===== src/sdpc_pkg.sv =====
// ----------------------------------------------------------------------------
// sdpc_pkg
// Types, command codes and register offsets of the debug-policy controller.
// ----------------------------------------------------------------------------
package sdpc_pkg;

    // command codes (carried on s_tuser)
    localparam logic [3:0] CMD_CORE_RD   = 4'd0;
    localparam logic [3:0] CMD_CORE_WR   = 4'd1;
    localparam logic [3:0] CMD_DBG_RD    = 4'd2;
    localparam logic [3:0] CMD_DBG_WR    = 4'd3;
    localparam logic [3:0] CMD_PIN_A0    = 4'd4;
    localparam logic [3:0] CMD_PIN_HALT  = 4'd5;
    localparam logic [3:0] CMD_PIN_RAW   = 4'd6;
    localparam logic [3:0] CMD_LC_RTR    = 4'd7;
    localparam logic [3:0] CMD_LC_DFT    = 4'd8;
    localparam logic [3:0] CMD_LC_HWDBG  = 4'd9;
    localparam logic [3:0] CMD_LC_CPU    = 4'd10;
    localparam logic [3:0] CMD_BOOT_STAT = 4'd11;
    localparam logic [3:0] CMD_LC_MODE   = 4'd12;
    localparam logic [3:0] CMD_TICK      = 4'd13;

    // core-bus offsets
    localparam logic [2:0] CORE_IRQ_STATUS = 3'd0;
    localparam logic [2:0] CORE_INTR_EN    = 3'd1;
    localparam logic [2:0] CORE_IRQ_TEST   = 3'd2;
    localparam logic [2:0] CORE_FATAL_TEST = 3'd3;
    localparam logic [2:0] CORE_POL_CTRL   = 3'd4;
    localparam logic [2:0] CORE_POL_VALID  = 3'd5;
    localparam logic [2:0] CORE_MAILBOX    = 3'd6;

    // debug-bus offsets
    localparam logic [2:0] DBG_CONTROL     = 3'd0;
    localparam logic [2:0] DBG_STATUS      = 3'd1;
    localparam logic [2:0] DBG_BOOT_STATUS = 3'd2;

    // configuration register indexes
    localparam logic [1:0] CFG_LOCKED   = 2'd0;
    localparam logic [1:0] CFG_UNLOCKED = 2'd1;
    localparam logic [1:0] CFG_IGN_TEST = 2'd2;

    // lifecycle modes
    localparam logic [1:0] MODE_RAW  = 2'd0;
    localparam logic [1:0] MODE_PRE  = 2'd1;
    localparam logic [1:0] MODE_PROD = 2'd2;

    localparam logic [15:0] MBX_MASK      = 16'hFFF1;
    localparam logic [11:0] BOOT_MASK     = 12'hB7F;
    localparam logic [11:0] BOOT_RST      = 12'h300;
    localparam int          BOOT_LC_DONE  = 4;
    localparam logic [2:0]  LOCKED_RST    = 3'd7;
    localparam logic [2:0]  UNLOCKED_RST  = 3'd0;

    // bit positions in the pin and lifecycle vectors
    localparam int PIN_A0   = 0;
    localparam int PIN_RAW  = 1;
    localparam int PIN_HALT = 2;
    localparam int LC_RTR   = 0;
    localparam int LC_DFT   = 1;
    localparam int LC_HWDBG = 2;
    localparam int LC_CPU   = 3;

    typedef enum logic [2:0] {
        BOOT_IDLE      = 3'd0,
        BOOT_CHECK_LC  = 3'd1,
        BOOT_WAIT_DFT  = 3'd2,
        BOOT_CHECK_PIN = 3'd3,
        BOOT_WAIT_GO   = 3'd4,
        BOOT_CONTINUE  = 3'd5,
        BOOT_DONE      = 3'd6
    } boot_state_t;

    typedef struct packed {
        logic [3:0]  cmd;
        logic [2:0]  reg_index;
        logic [31:0] write_data;
        logic        signal_level;
        logic [11:0] boot_status_word;
        logic [1:0]  lifecycle_mode;
    } item_t;

    typedef struct packed {
        logic [2:0]  boot_fsm_state;
        logic        boot_done;
        logic        policy_valid;
        logic [2:0]  policy_level;
        logic        alert_level;
        logic        irq_level;
        logic        access_error;
        logic [31:0] read_data;
    } result_t;

    typedef struct packed {
        logic [2:0] locked_policy;
        logic [2:0] unlocked_policy;
        logic       ignore_test_mode;
    } cfg_t;

    // inputs to the boot-halt machine
    typedef struct packed {
        logic lc_done;
        logic lc_rtr;
        logic lc_dft;
        logic halt_pin;
        logic go_req;
        logic ignore_test_mode;
    } fsm_in_t;

    // next values seen by the result path
    typedef struct packed {
        boot_state_t state;
        logic        done;
        logic        alert_set;
    } fsm_out_t;

endpackage


===== src/sdpc_boot_fsm.sv =====
// ----------------------------------------------------------------------------
// sdpc_boot_fsm
// Seven-state boot-halt machine, advanced one step per tick item.
// ----------------------------------------------------------------------------
module sdpc_boot_fsm (
    input  logic              aclk,
    input  logic              aresetn,
    input  logic              step,
    input  sdpc_pkg::fsm_in_t fsm_in,
    output sdpc_pkg::fsm_out_t fsm_out
);

    sdpc_pkg::boot_state_t state_reg, state_next;
    logic                  done_reg, done_next;
    logic                  alert_set;

    always_ff @(posedge aclk) begin
        if (!aresetn) begin
            state_reg <= sdpc_pkg::BOOT_IDLE;
            done_reg  <= 1'b0;
        end else begin
            state_reg <= state_next;
            done_reg  <= done_next;
        end
    end

    always_comb begin
        state_next = state_reg;
        done_next  = done_reg;
        alert_set  = 1'b0;
        if (step) begin
            done_next = 1'b0;
            case (state_reg)
                sdpc_pkg::BOOT_IDLE: begin
                    if (fsm_in.lc_done) state_next = sdpc_pkg::BOOT_CHECK_LC;
                end
                sdpc_pkg::BOOT_CHECK_LC: begin
                    state_next = (fsm_in.lc_rtr && !fsm_in.ignore_test_mode)
                               ? sdpc_pkg::BOOT_WAIT_DFT : sdpc_pkg::BOOT_CONTINUE;
                end
                sdpc_pkg::BOOT_WAIT_DFT: begin
                    if (fsm_in.lc_dft) state_next = sdpc_pkg::BOOT_CHECK_PIN;
                end
                sdpc_pkg::BOOT_CHECK_PIN: begin
                    state_next = fsm_in.halt_pin ? sdpc_pkg::BOOT_WAIT_GO
                                                 : sdpc_pkg::BOOT_CONTINUE;
                end
                sdpc_pkg::BOOT_WAIT_GO: begin
                    if (fsm_in.go_req) state_next = sdpc_pkg::BOOT_CONTINUE;
                end
                sdpc_pkg::BOOT_CONTINUE: begin
                    state_next = sdpc_pkg::BOOT_DONE;
                end
                sdpc_pkg::BOOT_DONE: begin
                    done_next = 1'b1;
                end
                default: begin
                    // lost state: raise the alert, hold state and done level
                    done_next = done_reg;
                    alert_set = 1'b1;
                end
            endcase
        end
    end

    assign fsm_out.state     = state_next;
    assign fsm_out.done      = done_next;
    assign fsm_out.alert_set = alert_set;

endmodule


===== src/sdpc_core.sv =====
// ----------------------------------------------------------------------------
// sdpc_core
// Register file, signal tracking and policy logic; executes one item per step.
// ----------------------------------------------------------------------------
module sdpc_core (
    input  logic              aclk,
    input  logic              aresetn,
    input  logic              step,
    input  sdpc_pkg::item_t   item,
    input  sdpc_pkg::cfg_t    cfg,
    output sdpc_pkg::result_t result
);

    logic        intr_status_reg, intr_status_next;
    logic        intr_enable_reg, intr_enable_next;
    logic [3:0]  pol_ctrl_reg, pol_ctrl_next;
    logic        pol_valid_reg, pol_valid_next;
    logic [15:0] mailbox_reg, mailbox_next;
    logic [2:0]  pins_reg, pins_next;
    logic [3:0]  lc_reg, lc_next;
    logic [11:0] boot_stat_reg, boot_stat_next;
    logic [1:0]  mode_reg, mode_next;
    logic [2:0]  policy_reg, policy_next;
    logic        cur_valid_reg, cur_valid_next;
    logic        continue_reg, continue_next;
    logic        alert_reg, alert_next;

    logic [31:0] rdata;
    logic        err;
    logic        tick;
    logic [1:0]  eff_mode;

    sdpc_pkg::fsm_in_t  fsm_in;
    sdpc_pkg::fsm_out_t fsm_out;

    assign tick = step && (item.cmd == sdpc_pkg::CMD_TICK);

    assign fsm_in.lc_done          = boot_stat_reg[sdpc_pkg::BOOT_LC_DONE];
    assign fsm_in.lc_rtr           = lc_reg[sdpc_pkg::LC_RTR];
    assign fsm_in.lc_dft           = lc_reg[sdpc_pkg::LC_DFT];
    assign fsm_in.halt_pin         = pins_reg[sdpc_pkg::PIN_HALT];
    assign fsm_in.go_req           = continue_reg;
    assign fsm_in.ignore_test_mode = cfg.ignore_test_mode;

    sdpc_boot_fsm u_boot_fsm (
        .aclk    (aclk),
        .aresetn (aresetn),
        .step    (tick),
        .fsm_in  (fsm_in),
        .fsm_out (fsm_out)
    );

    always_ff @(posedge aclk) begin
        if (!aresetn) begin
            intr_status_reg <= 1'b0;
            intr_enable_reg <= 1'b0;
            pol_ctrl_reg    <= '0;
            pol_valid_reg   <= 1'b0;
            mailbox_reg     <= '0;
            pins_reg        <= '0;
            lc_reg          <= '0;
            boot_stat_reg   <= sdpc_pkg::BOOT_RST;
            mode_reg        <= sdpc_pkg::MODE_PROD;
            policy_reg      <= sdpc_pkg::LOCKED_RST;
            cur_valid_reg   <= 1'b0;
            continue_reg    <= 1'b0;
            alert_reg       <= 1'b0;
        end else if (step) begin
            intr_status_reg <= intr_status_next;
            intr_enable_reg <= intr_enable_next;
            pol_ctrl_reg    <= pol_ctrl_next;
            pol_valid_reg   <= pol_valid_next;
            mailbox_reg     <= mailbox_next;
            pins_reg        <= pins_next;
            lc_reg          <= lc_next;
            boot_stat_reg   <= boot_stat_next;
            mode_reg        <= mode_next;
            policy_reg      <= policy_next;
            cur_valid_reg   <= cur_valid_next;
            continue_reg    <= continue_next;
            alert_reg       <= alert_next;
        end
    end

    // raw mode is forced while both a0 debug and force-raw pins are high
    assign eff_mode = (pins_reg[sdpc_pkg::PIN_A0] && pins_reg[sdpc_pkg::PIN_RAW])
                    ? sdpc_pkg::MODE_RAW : mode_reg;

    always_comb begin
        intr_status_next = intr_status_reg;
        intr_enable_next = intr_enable_reg;
        pol_ctrl_next    = pol_ctrl_reg;
        pol_valid_next   = pol_valid_reg;
        mailbox_next     = mailbox_reg;
        pins_next        = pins_reg;
        lc_next          = lc_reg;
        boot_stat_next   = boot_stat_reg;
        mode_next        = mode_reg;
        policy_next      = policy_reg;
        cur_valid_next   = cur_valid_reg;
        continue_next    = continue_reg;
        alert_next       = alert_reg | fsm_out.alert_set;
        rdata            = '0;
        err              = 1'b0;

        case (item.cmd)
            sdpc_pkg::CMD_CORE_RD: begin
                case (item.reg_index)
                    sdpc_pkg::CORE_IRQ_STATUS: rdata = {31'd0, intr_status_reg};
                    sdpc_pkg::CORE_INTR_EN:    rdata = {31'd0, intr_enable_reg};
                    sdpc_pkg::CORE_POL_CTRL:   rdata = {28'd0, pol_ctrl_reg};
                    sdpc_pkg::CORE_POL_VALID:  rdata = {31'd0, pol_valid_reg};
                    sdpc_pkg::CORE_MAILBOX:    rdata = {16'd0, mailbox_reg};
                    default:                   err   = 1'b1;
                endcase
            end
            sdpc_pkg::CMD_CORE_WR: begin
                case (item.reg_index)
                    sdpc_pkg::CORE_IRQ_STATUS:
                        intr_status_next = intr_status_reg & ~item.write_data[0];
                    sdpc_pkg::CORE_INTR_EN:    intr_enable_next = item.write_data[0];
                    sdpc_pkg::CORE_IRQ_TEST:
                        intr_status_next = intr_status_reg | item.write_data[0];
                    sdpc_pkg::CORE_FATAL_TEST:
                        alert_next = alert_reg | item.write_data[0];
                    sdpc_pkg::CORE_POL_CTRL:   pol_ctrl_next  = item.write_data[3:0];
                    sdpc_pkg::CORE_POL_VALID:  pol_valid_next = item.write_data[0];
                    sdpc_pkg::CORE_MAILBOX:
                        mailbox_next = item.write_data[15:0] & sdpc_pkg::MBX_MASK;
                    default:                   err = 1'b1;
                endcase
            end
            sdpc_pkg::CMD_DBG_RD: begin
                if (item.reg_index == sdpc_pkg::DBG_CONTROL) begin
                    rdata = {31'd0, continue_reg};
                end else if (item.reg_index == sdpc_pkg::DBG_STATUS) begin
                    rdata = {16'd0, mailbox_reg};
                end else if (item.reg_index == sdpc_pkg::DBG_BOOT_STATUS &&
                             lc_reg[sdpc_pkg::LC_DFT]) begin
                    rdata = {20'd0, boot_stat_reg};
                end else begin
                    err = 1'b1;
                end
            end
            sdpc_pkg::CMD_DBG_WR: begin
                if (item.reg_index == sdpc_pkg::DBG_CONTROL) begin
                    continue_next = item.write_data[0];
                end else begin
                    err = 1'b1;
                end
            end
            sdpc_pkg::CMD_PIN_A0:    pins_next[sdpc_pkg::PIN_A0]   = item.signal_level;
            sdpc_pkg::CMD_PIN_HALT:  pins_next[sdpc_pkg::PIN_HALT] = item.signal_level;
            sdpc_pkg::CMD_PIN_RAW:   pins_next[sdpc_pkg::PIN_RAW]  = item.signal_level;
            sdpc_pkg::CMD_LC_RTR:    lc_next[sdpc_pkg::LC_RTR]   = item.signal_level;
            sdpc_pkg::CMD_LC_DFT:    lc_next[sdpc_pkg::LC_DFT]   = item.signal_level;
            sdpc_pkg::CMD_LC_HWDBG:  lc_next[sdpc_pkg::LC_HWDBG] = item.signal_level;
            sdpc_pkg::CMD_LC_CPU:    lc_next[sdpc_pkg::LC_CPU]   = item.signal_level;
            sdpc_pkg::CMD_BOOT_STAT:
                boot_stat_next = item.boot_status_word & sdpc_pkg::BOOT_MASK;
            sdpc_pkg::CMD_LC_MODE:   mode_next = item.lifecycle_mode;
            sdpc_pkg::CMD_TICK: begin
                case (eff_mode)
                    sdpc_pkg::MODE_RAW: begin
                        policy_next = (lc_reg[sdpc_pkg::LC_DFT] ||
                                       lc_reg[sdpc_pkg::LC_HWDBG] ||
                                       pins_reg[sdpc_pkg::PIN_A0])
                                    ? cfg.unlocked_policy : cfg.locked_policy;
                        cur_valid_next = boot_stat_reg[sdpc_pkg::BOOT_LC_DONE] ||
                                         pins_reg[sdpc_pkg::PIN_A0];
                    end
                    sdpc_pkg::MODE_PRE: begin
                        policy_next    = cfg.unlocked_policy;
                        cur_valid_next = boot_stat_reg[sdpc_pkg::BOOT_LC_DONE];
                    end
                    sdpc_pkg::MODE_PROD: begin
                        policy_next    = pol_ctrl_reg[2:0];
                        cur_valid_next = pol_valid_reg;
                    end
                    default: begin
                        policy_next    = cfg.locked_policy;
                        cur_valid_next = 1'b0;
                    end
                endcase
            end
            default: ;
        endcase
    end

    assign result.read_data      = rdata;
    assign result.access_error   = err;
    assign result.irq_level      = intr_status_next & intr_enable_next;
    assign result.alert_level    = alert_next;
    assign result.policy_level   = policy_next;
    assign result.policy_valid   = cur_valid_next;
    assign result.boot_done      = fsm_out.done;
    assign result.boot_fsm_state = fsm_out.state;

endmodule


===== src/soc_debug_policy_controller_core.sv =====
// ----------------------------------------------------------------------------
// soc_debug_policy_controller_core
// Debug-policy controller: bus registers, pin and lifecycle tracking,
// debug policy and boot-halt machine, one result item per input item.
// ----------------------------------------------------------------------------
//  channel  | ports                   | payload
//  ---------+-------------------------+--------------------------------------
//  input    | s_tvalid/s_tready       | s_tuser: cmd; s_tdata: bus/event data
//  result   | m_tvalid/m_tready       | m_tdata: read data, flags, status
//  config   | cfg_wr_en               | cfg_addr index, cfg_wdata value
//
// An item lands in the input register, then its execution (state update
// plus result) is written to the output register. Throughput is one item
// per cycle while the result is not stalled; the input register refills in
// the same cycle its item moves to the output register.
// A stalled result holds m_tdata; one more item waits in the input register.
// Reset is synchronous, active low; policy resets to the locked value (7).
// ----------------------------------------------------------------------------
module soc_debug_policy_controller_core (
    input  logic        aclk,
    input  logic        aresetn,
    // input item
    input  logic        s_tvalid,
    output logic        s_tready,
    // [3:0] cmd
    input  logic [3:0]  s_tuser,
    // [2:0] reg_index, [34:3] write_data, [35] signal_level,
    // [47:36] boot_status_word, [49:48] lifecycle_mode, [55:50] zero
    input  logic [55:0] s_tdata,
    // result item
    output logic        m_tvalid,
    input  logic        m_tready,
    // [31:0] read_data, [32] access_error, [33] irq_level, [34] alert_level,
    // [37:35] policy_level, [38] policy_valid, [39] boot done level,
    // [42:40] boot_fsm_state, [47:43] zero
    output logic [47:0] m_tdata,
    // configuration writes
    input  logic        cfg_wr_en,
    input  logic [1:0]  cfg_addr,
    input  logic [2:0]  cfg_wdata
);

    logic              in_vld_reg;
    sdpc_pkg::item_t   in_item_reg;
    logic              out_vld_reg;
    sdpc_pkg::result_t out_res_reg;
    sdpc_pkg::cfg_t    cfg_reg;
    sdpc_pkg::result_t core_res;
    logic              out_free;
    logic              fire;
    logic              s_accept;

    assign out_free = !out_vld_reg || m_tready;
    assign fire     = in_vld_reg && out_free;
    assign s_tready = !in_vld_reg || out_free;
    assign s_accept = s_tvalid && s_tready;

    // input register
    always_ff @(posedge aclk) begin
        if (!aresetn) begin
            in_vld_reg <= 1'b0;
        end else if (s_accept) begin
            in_vld_reg <= 1'b1;
        end else if (fire) begin
            in_vld_reg <= 1'b0;
        end
    end

    always_ff @(posedge aclk) begin
        if (s_accept) begin
            in_item_reg.cmd              <= s_tuser;
            in_item_reg.reg_index        <= s_tdata[2:0];
            in_item_reg.write_data       <= s_tdata[34:3];
            in_item_reg.signal_level     <= s_tdata[35];
            in_item_reg.boot_status_word <= s_tdata[47:36];
            in_item_reg.lifecycle_mode   <= s_tdata[49:48];
        end
    end

    // configuration registers
    always_ff @(posedge aclk) begin
        if (!aresetn) begin
            cfg_reg.locked_policy    <= sdpc_pkg::LOCKED_RST;
            cfg_reg.unlocked_policy  <= sdpc_pkg::UNLOCKED_RST;
            cfg_reg.ignore_test_mode <= 1'b0;
        end else if (cfg_wr_en) begin
            case (cfg_addr)
                sdpc_pkg::CFG_LOCKED:   cfg_reg.locked_policy    <= cfg_wdata;
                sdpc_pkg::CFG_UNLOCKED: cfg_reg.unlocked_policy  <= cfg_wdata;
                sdpc_pkg::CFG_IGN_TEST: cfg_reg.ignore_test_mode <= cfg_wdata[0];
                default: ;
            endcase
        end
    end

    // execution: state updates commit on fire
    sdpc_core u_core (
        .aclk    (aclk),
        .aresetn (aresetn),
        .step    (fire),
        .item    (in_item_reg),
        .cfg     (cfg_reg),
        .result  (core_res)
    );

    // output register
    always_ff @(posedge aclk) begin
        if (!aresetn) begin
            out_vld_reg <= 1'b0;
        end else if (fire) begin
            out_vld_reg <= 1'b1;
        end else if (m_tready) begin
            out_vld_reg <= 1'b0;
        end
    end

    always_ff @(posedge aclk) begin
        if (fire) begin
            out_res_reg <= core_res;
        end
    end

    assign m_tvalid = out_vld_reg;
    assign m_tdata  = {5'd0, out_res_reg};

endmodule


===== config.mk =====
export PLATFORM = sky130hd
export DESIGN_NAME = soc_debug_policy_controller_core
export DESIGN_NICKNAME = d
export VERILOG_FILES = /design/src/sdpc_pkg.sv /design/src/sdpc_boot_fsm.sv /design/src/sdpc_core.sv /design/src/soc_debug_policy_controller_core.sv
export SDC_FILE = /design/constraint.sdc
export NUM_CORES = 1
export LEC_CHECK = 0
export BUFFER_PORTS_ARGS = -buffer_cell sky130_fd_sc_hd__buf_2
export CAP_MARGIN = 20
export CELL_PAD_IN_SITES_DETAIL_PLACEMENT = 1
export CELL_PAD_IN_SITES_GLOBAL_PLACEMENT = 1
export CORE_UTILIZATION = 45
export DETAILED_ROUTE_END_ITERATION = 8
export GPL_TIMING_DRIVEN = 0
export HOLD_SLACK_MARGIN = 0.03
export PLACE_DENSITY = 0.95
export REMOVE_ABC_BUFFERS = 1
export SYNTH_ARGS = -nofsm -noshare
export SYNTH_HDL_FRONTEND = slang
export SYNTH_SLANG_ARGS = --single-unit

===== constraint.sdc =====
create_clock -name aclk -period 5.25 [get_ports aclk]
set_input_delay 0.2625 -clock aclk [delete_from_list [all_inputs] [get_ports aclk]]
set_output_delay 0.2625 -clock aclk [all_outputs]
set_load 0.01 [all_outputs]

==> results.json <==
{
  "vias_per_cell": 5.83,
  "drt_first_pass_iters": 4,
  "power_density_mw_per_mm2": 376,
  "async_flop_share_pct": 0,
  "cts_tree": "built",
  "grt_max_degree": 58,
  "grt_pass1_wl_um": 25000,
  "synth.avg_cell_area_um2": 11.9,
  "fin_setup_tns_ns": 0,
  "grt.overflow.total": 0,
  "outcome": "finished, final reports clean",
  "design_area_mm2": 0.00641,
  "core_area_mm2": 0.0110,
  "vias": 3983,
  "drtAntennaViolNets": 0,
  "drv_slew": 0,
  "postSynthCellCount": 434,
  "hold_viol_final": 0,
  "dp_hpwl_um": 8640,
  "max-slew-margin-rel_pct": 32.2,
  "chipHeight_um": 109,
  "path_max_fanout": 14,
  "mappedNetlistArea_mm2": 0.00516,
  "synth_top_area_share_pct": 36.7,
  "cts.sinks": 120,
  "max_freq_mhz": 396,
  "groute.usage.overall_pct": 29.6,
  "largest_reg_flops": 36,
  "p_sw_share_pct": 23.9,
  "yosys_warnings": 0,
  "root_buffer": "clkbuf_16",
  "cts-htree-levels": 4,
  "clkPwrFrac_pct": 51.3,
  "synth_top_area_cell": "edfxtp_1",
  "ios": 120,
  "clk_path_buf_depth": 2,
  "drt-initial-drc-count": 339,
  "globalplace.congestion": 0.803,
  "cts_resized": 0,
  "p_leak_nw": 2.61,
  "rsz0062_at_grt": "no",
  "ys_ff_latch": 120,
  "cp.required_ns": 5.53,
  "ys_top_cells_by_area": "edfxtp_1, dfxtp_1, mux2i_1, nor2b_1, buf_4",
  "critPathLaunch": "in_item_reg[51]",
  "drive_gt1_share_pct": 23.2,
  "clock_skew_ns": 0.0147,
  "wl_um": 16300,
  "synth.distinct_cells": 58,
  "grt_pass1_vias": 4223,
  "wire_per_inst_um": 23.9,
  "period_needed_ns": 2.53,
  "nets": 600,
  "pwr-share-seq_pct": 43.5,
  "route.detailed.drc": 0,
  "r2r_start": "in_item_reg[51]",
  "path_class": "flip-flop to flip-flop",
  "tightest_slew_ns": 1.02,
  "start_util_pct": 47.0,
  "combPwrFrac_pct": 5.2,
  "antenna_cells": 0,
  "cts_buffers": 17,
  "min-delay-path-class": "input port to flip-flop",
  "maxCapViolations": 0,
  "power.switching_mw": 0.575,
  "placed_area_mm2": 0.00552,
  "internal-power_mw": 1.83,
  "seq_area_frac_synth_pct": 58.8,
  "ir_worst_vdd_mv": 0.294,
  "synth_edf_count": 63,
  "insertion_delay_ns": 0.43,
  "area_delta_synth_final_pct": 24.3,
  "antenna_found_initial": 0,
  "mostFrequentLayoutCell": "buf_2",
  "critPathLaunchType": "flip-flop",
  "period_share_pct": 48.1,
  "io_buffers": 74,
  "die_x_um": 109,
  "hold_start": "s_tdata[0]",
  "clk_pin_slew_worst_paths_ns": 0.07,
  "end_kind": "flip-flop",
  "cp.arrival_ns": 2.81,
  "setup_viol": 0,
  "row_count": 38,
  "layout_common_cells": "buf_2, edfxtp_1, dfxtp_1",
  "synthFlopType": "edfxtp_1",
  "dieArea_mm2": 0.0119
}
-- through the flow --
| step | power (mW) | hold WS (ns) | utilization [%] | setup WS, ns | cells |
|---|---|---|---|---|---|
| global placement | 1.15 | 0.438 | 50.1 | 2.84 | 621 |
| CTS | 2.39 | 0.0300 | 58.3 | 2.83 | 682 |
| finish | 2.41 | 0.0334 | 58.4 | 2.72 | 683 |
| detailed placement | 1.17 | 0.441 | 50.3 | 2.90 | 623 |
| floorplan | 1.11 | 0.324 | - | 3.29 | 407 |
| global route | 2.46 | 0.0315 | 58.4 | 2.60 | 683 |
-- metal layers --
metal	GRT usage, %	vias to the layer above	share of wire [%]
met3	6.58	49	6.0
met5	0	-	0
met2	52.7	203	52
li1	-	1747	-
met1	32.6	1984	38
met4	16.1	0	4.3
-- area by class of cell --
type	count	area, um^2
Clock buffer	18	439
Inverter	7	26.3
Clock inverter	14	171
Tap cell	140	175
Multi-Input combinational cell	280	1890
Sequential cell	120	3030
Timing Repair Buffer	104	673
Fill cell	1118	4570
-- cells by family after synthesis --
group	count (synthesis)	share of synthesized area [%]
AO/OA/AOI/OAI	84	11.3
buffers and inverters	54	5.99
flip-flops	120	58.8
multiplexers	37	7.23
other	1	0.0727
AND/OR/NAND/NOR	138	16.7
-- power groups by stage --
stage / sequential, mW / clock [mW] / combinational (mW)
after floorplan: 1.06 / 0 / 0.0496
after global placement: 1.06 / 0 / 0.0939
after detailed placement: 1.06 / 0 / 0.102
after CTS: 1.05 / 1.22 / 0.122
after global routing: 1.05 / 1.27 / 0.135
final: 1.05 / 1.23 / 0.126
-- critical path: stages, from the launching register on --
cell	delay, ns
edfxtp_1	0.62
nor4b_4	0.57
nand4_1	0.57
o21ai_0	0.44
a21boi_1	0.16
-- synth_stat cells (all sizes together) (5+ instances only) --
| library cell | number |
|---|---|
| a21boi | 19 |
| clkbuf | 15 |
| o21ai | 23 |
| edfxtp | 63 |
| and2 | 12 |
| nand2 | 25 |
| nor2b | 30 |
| nand4 | 14 |
| dfxtp | 57 |
| inv | 7 |
| nand2b | 5 |
| mux2i | 35 |
| nor2 | 6 |
| a21oi | 10 |
| nor3 | 6 |
| nand3 | 15 |
| a22o | 9 |
| buf | 32 |
-- worst paths after layout --
check | endpoint | slack, ns | cells past startpoint
min | in_item_reg[47] | 0.03 | 1
max | u_core.mailbox_reg[9] | 2.72 | 4
max reg2reg | u_core.mailbox_reg[9] | 2.72 | 4
min reg2reg | u_core.mailbox_reg[10] | 0.49 | 2
-- what timing repair did --
| item | 4_1_cts | 5_1_grt |
|---|---|---|
| hold buffers | 27 | 1 |
| setup buffers | 0 | 0 |
| endpoints found under the hold margin | 27 | 1 |
Power figures use the tool's default switching activity.
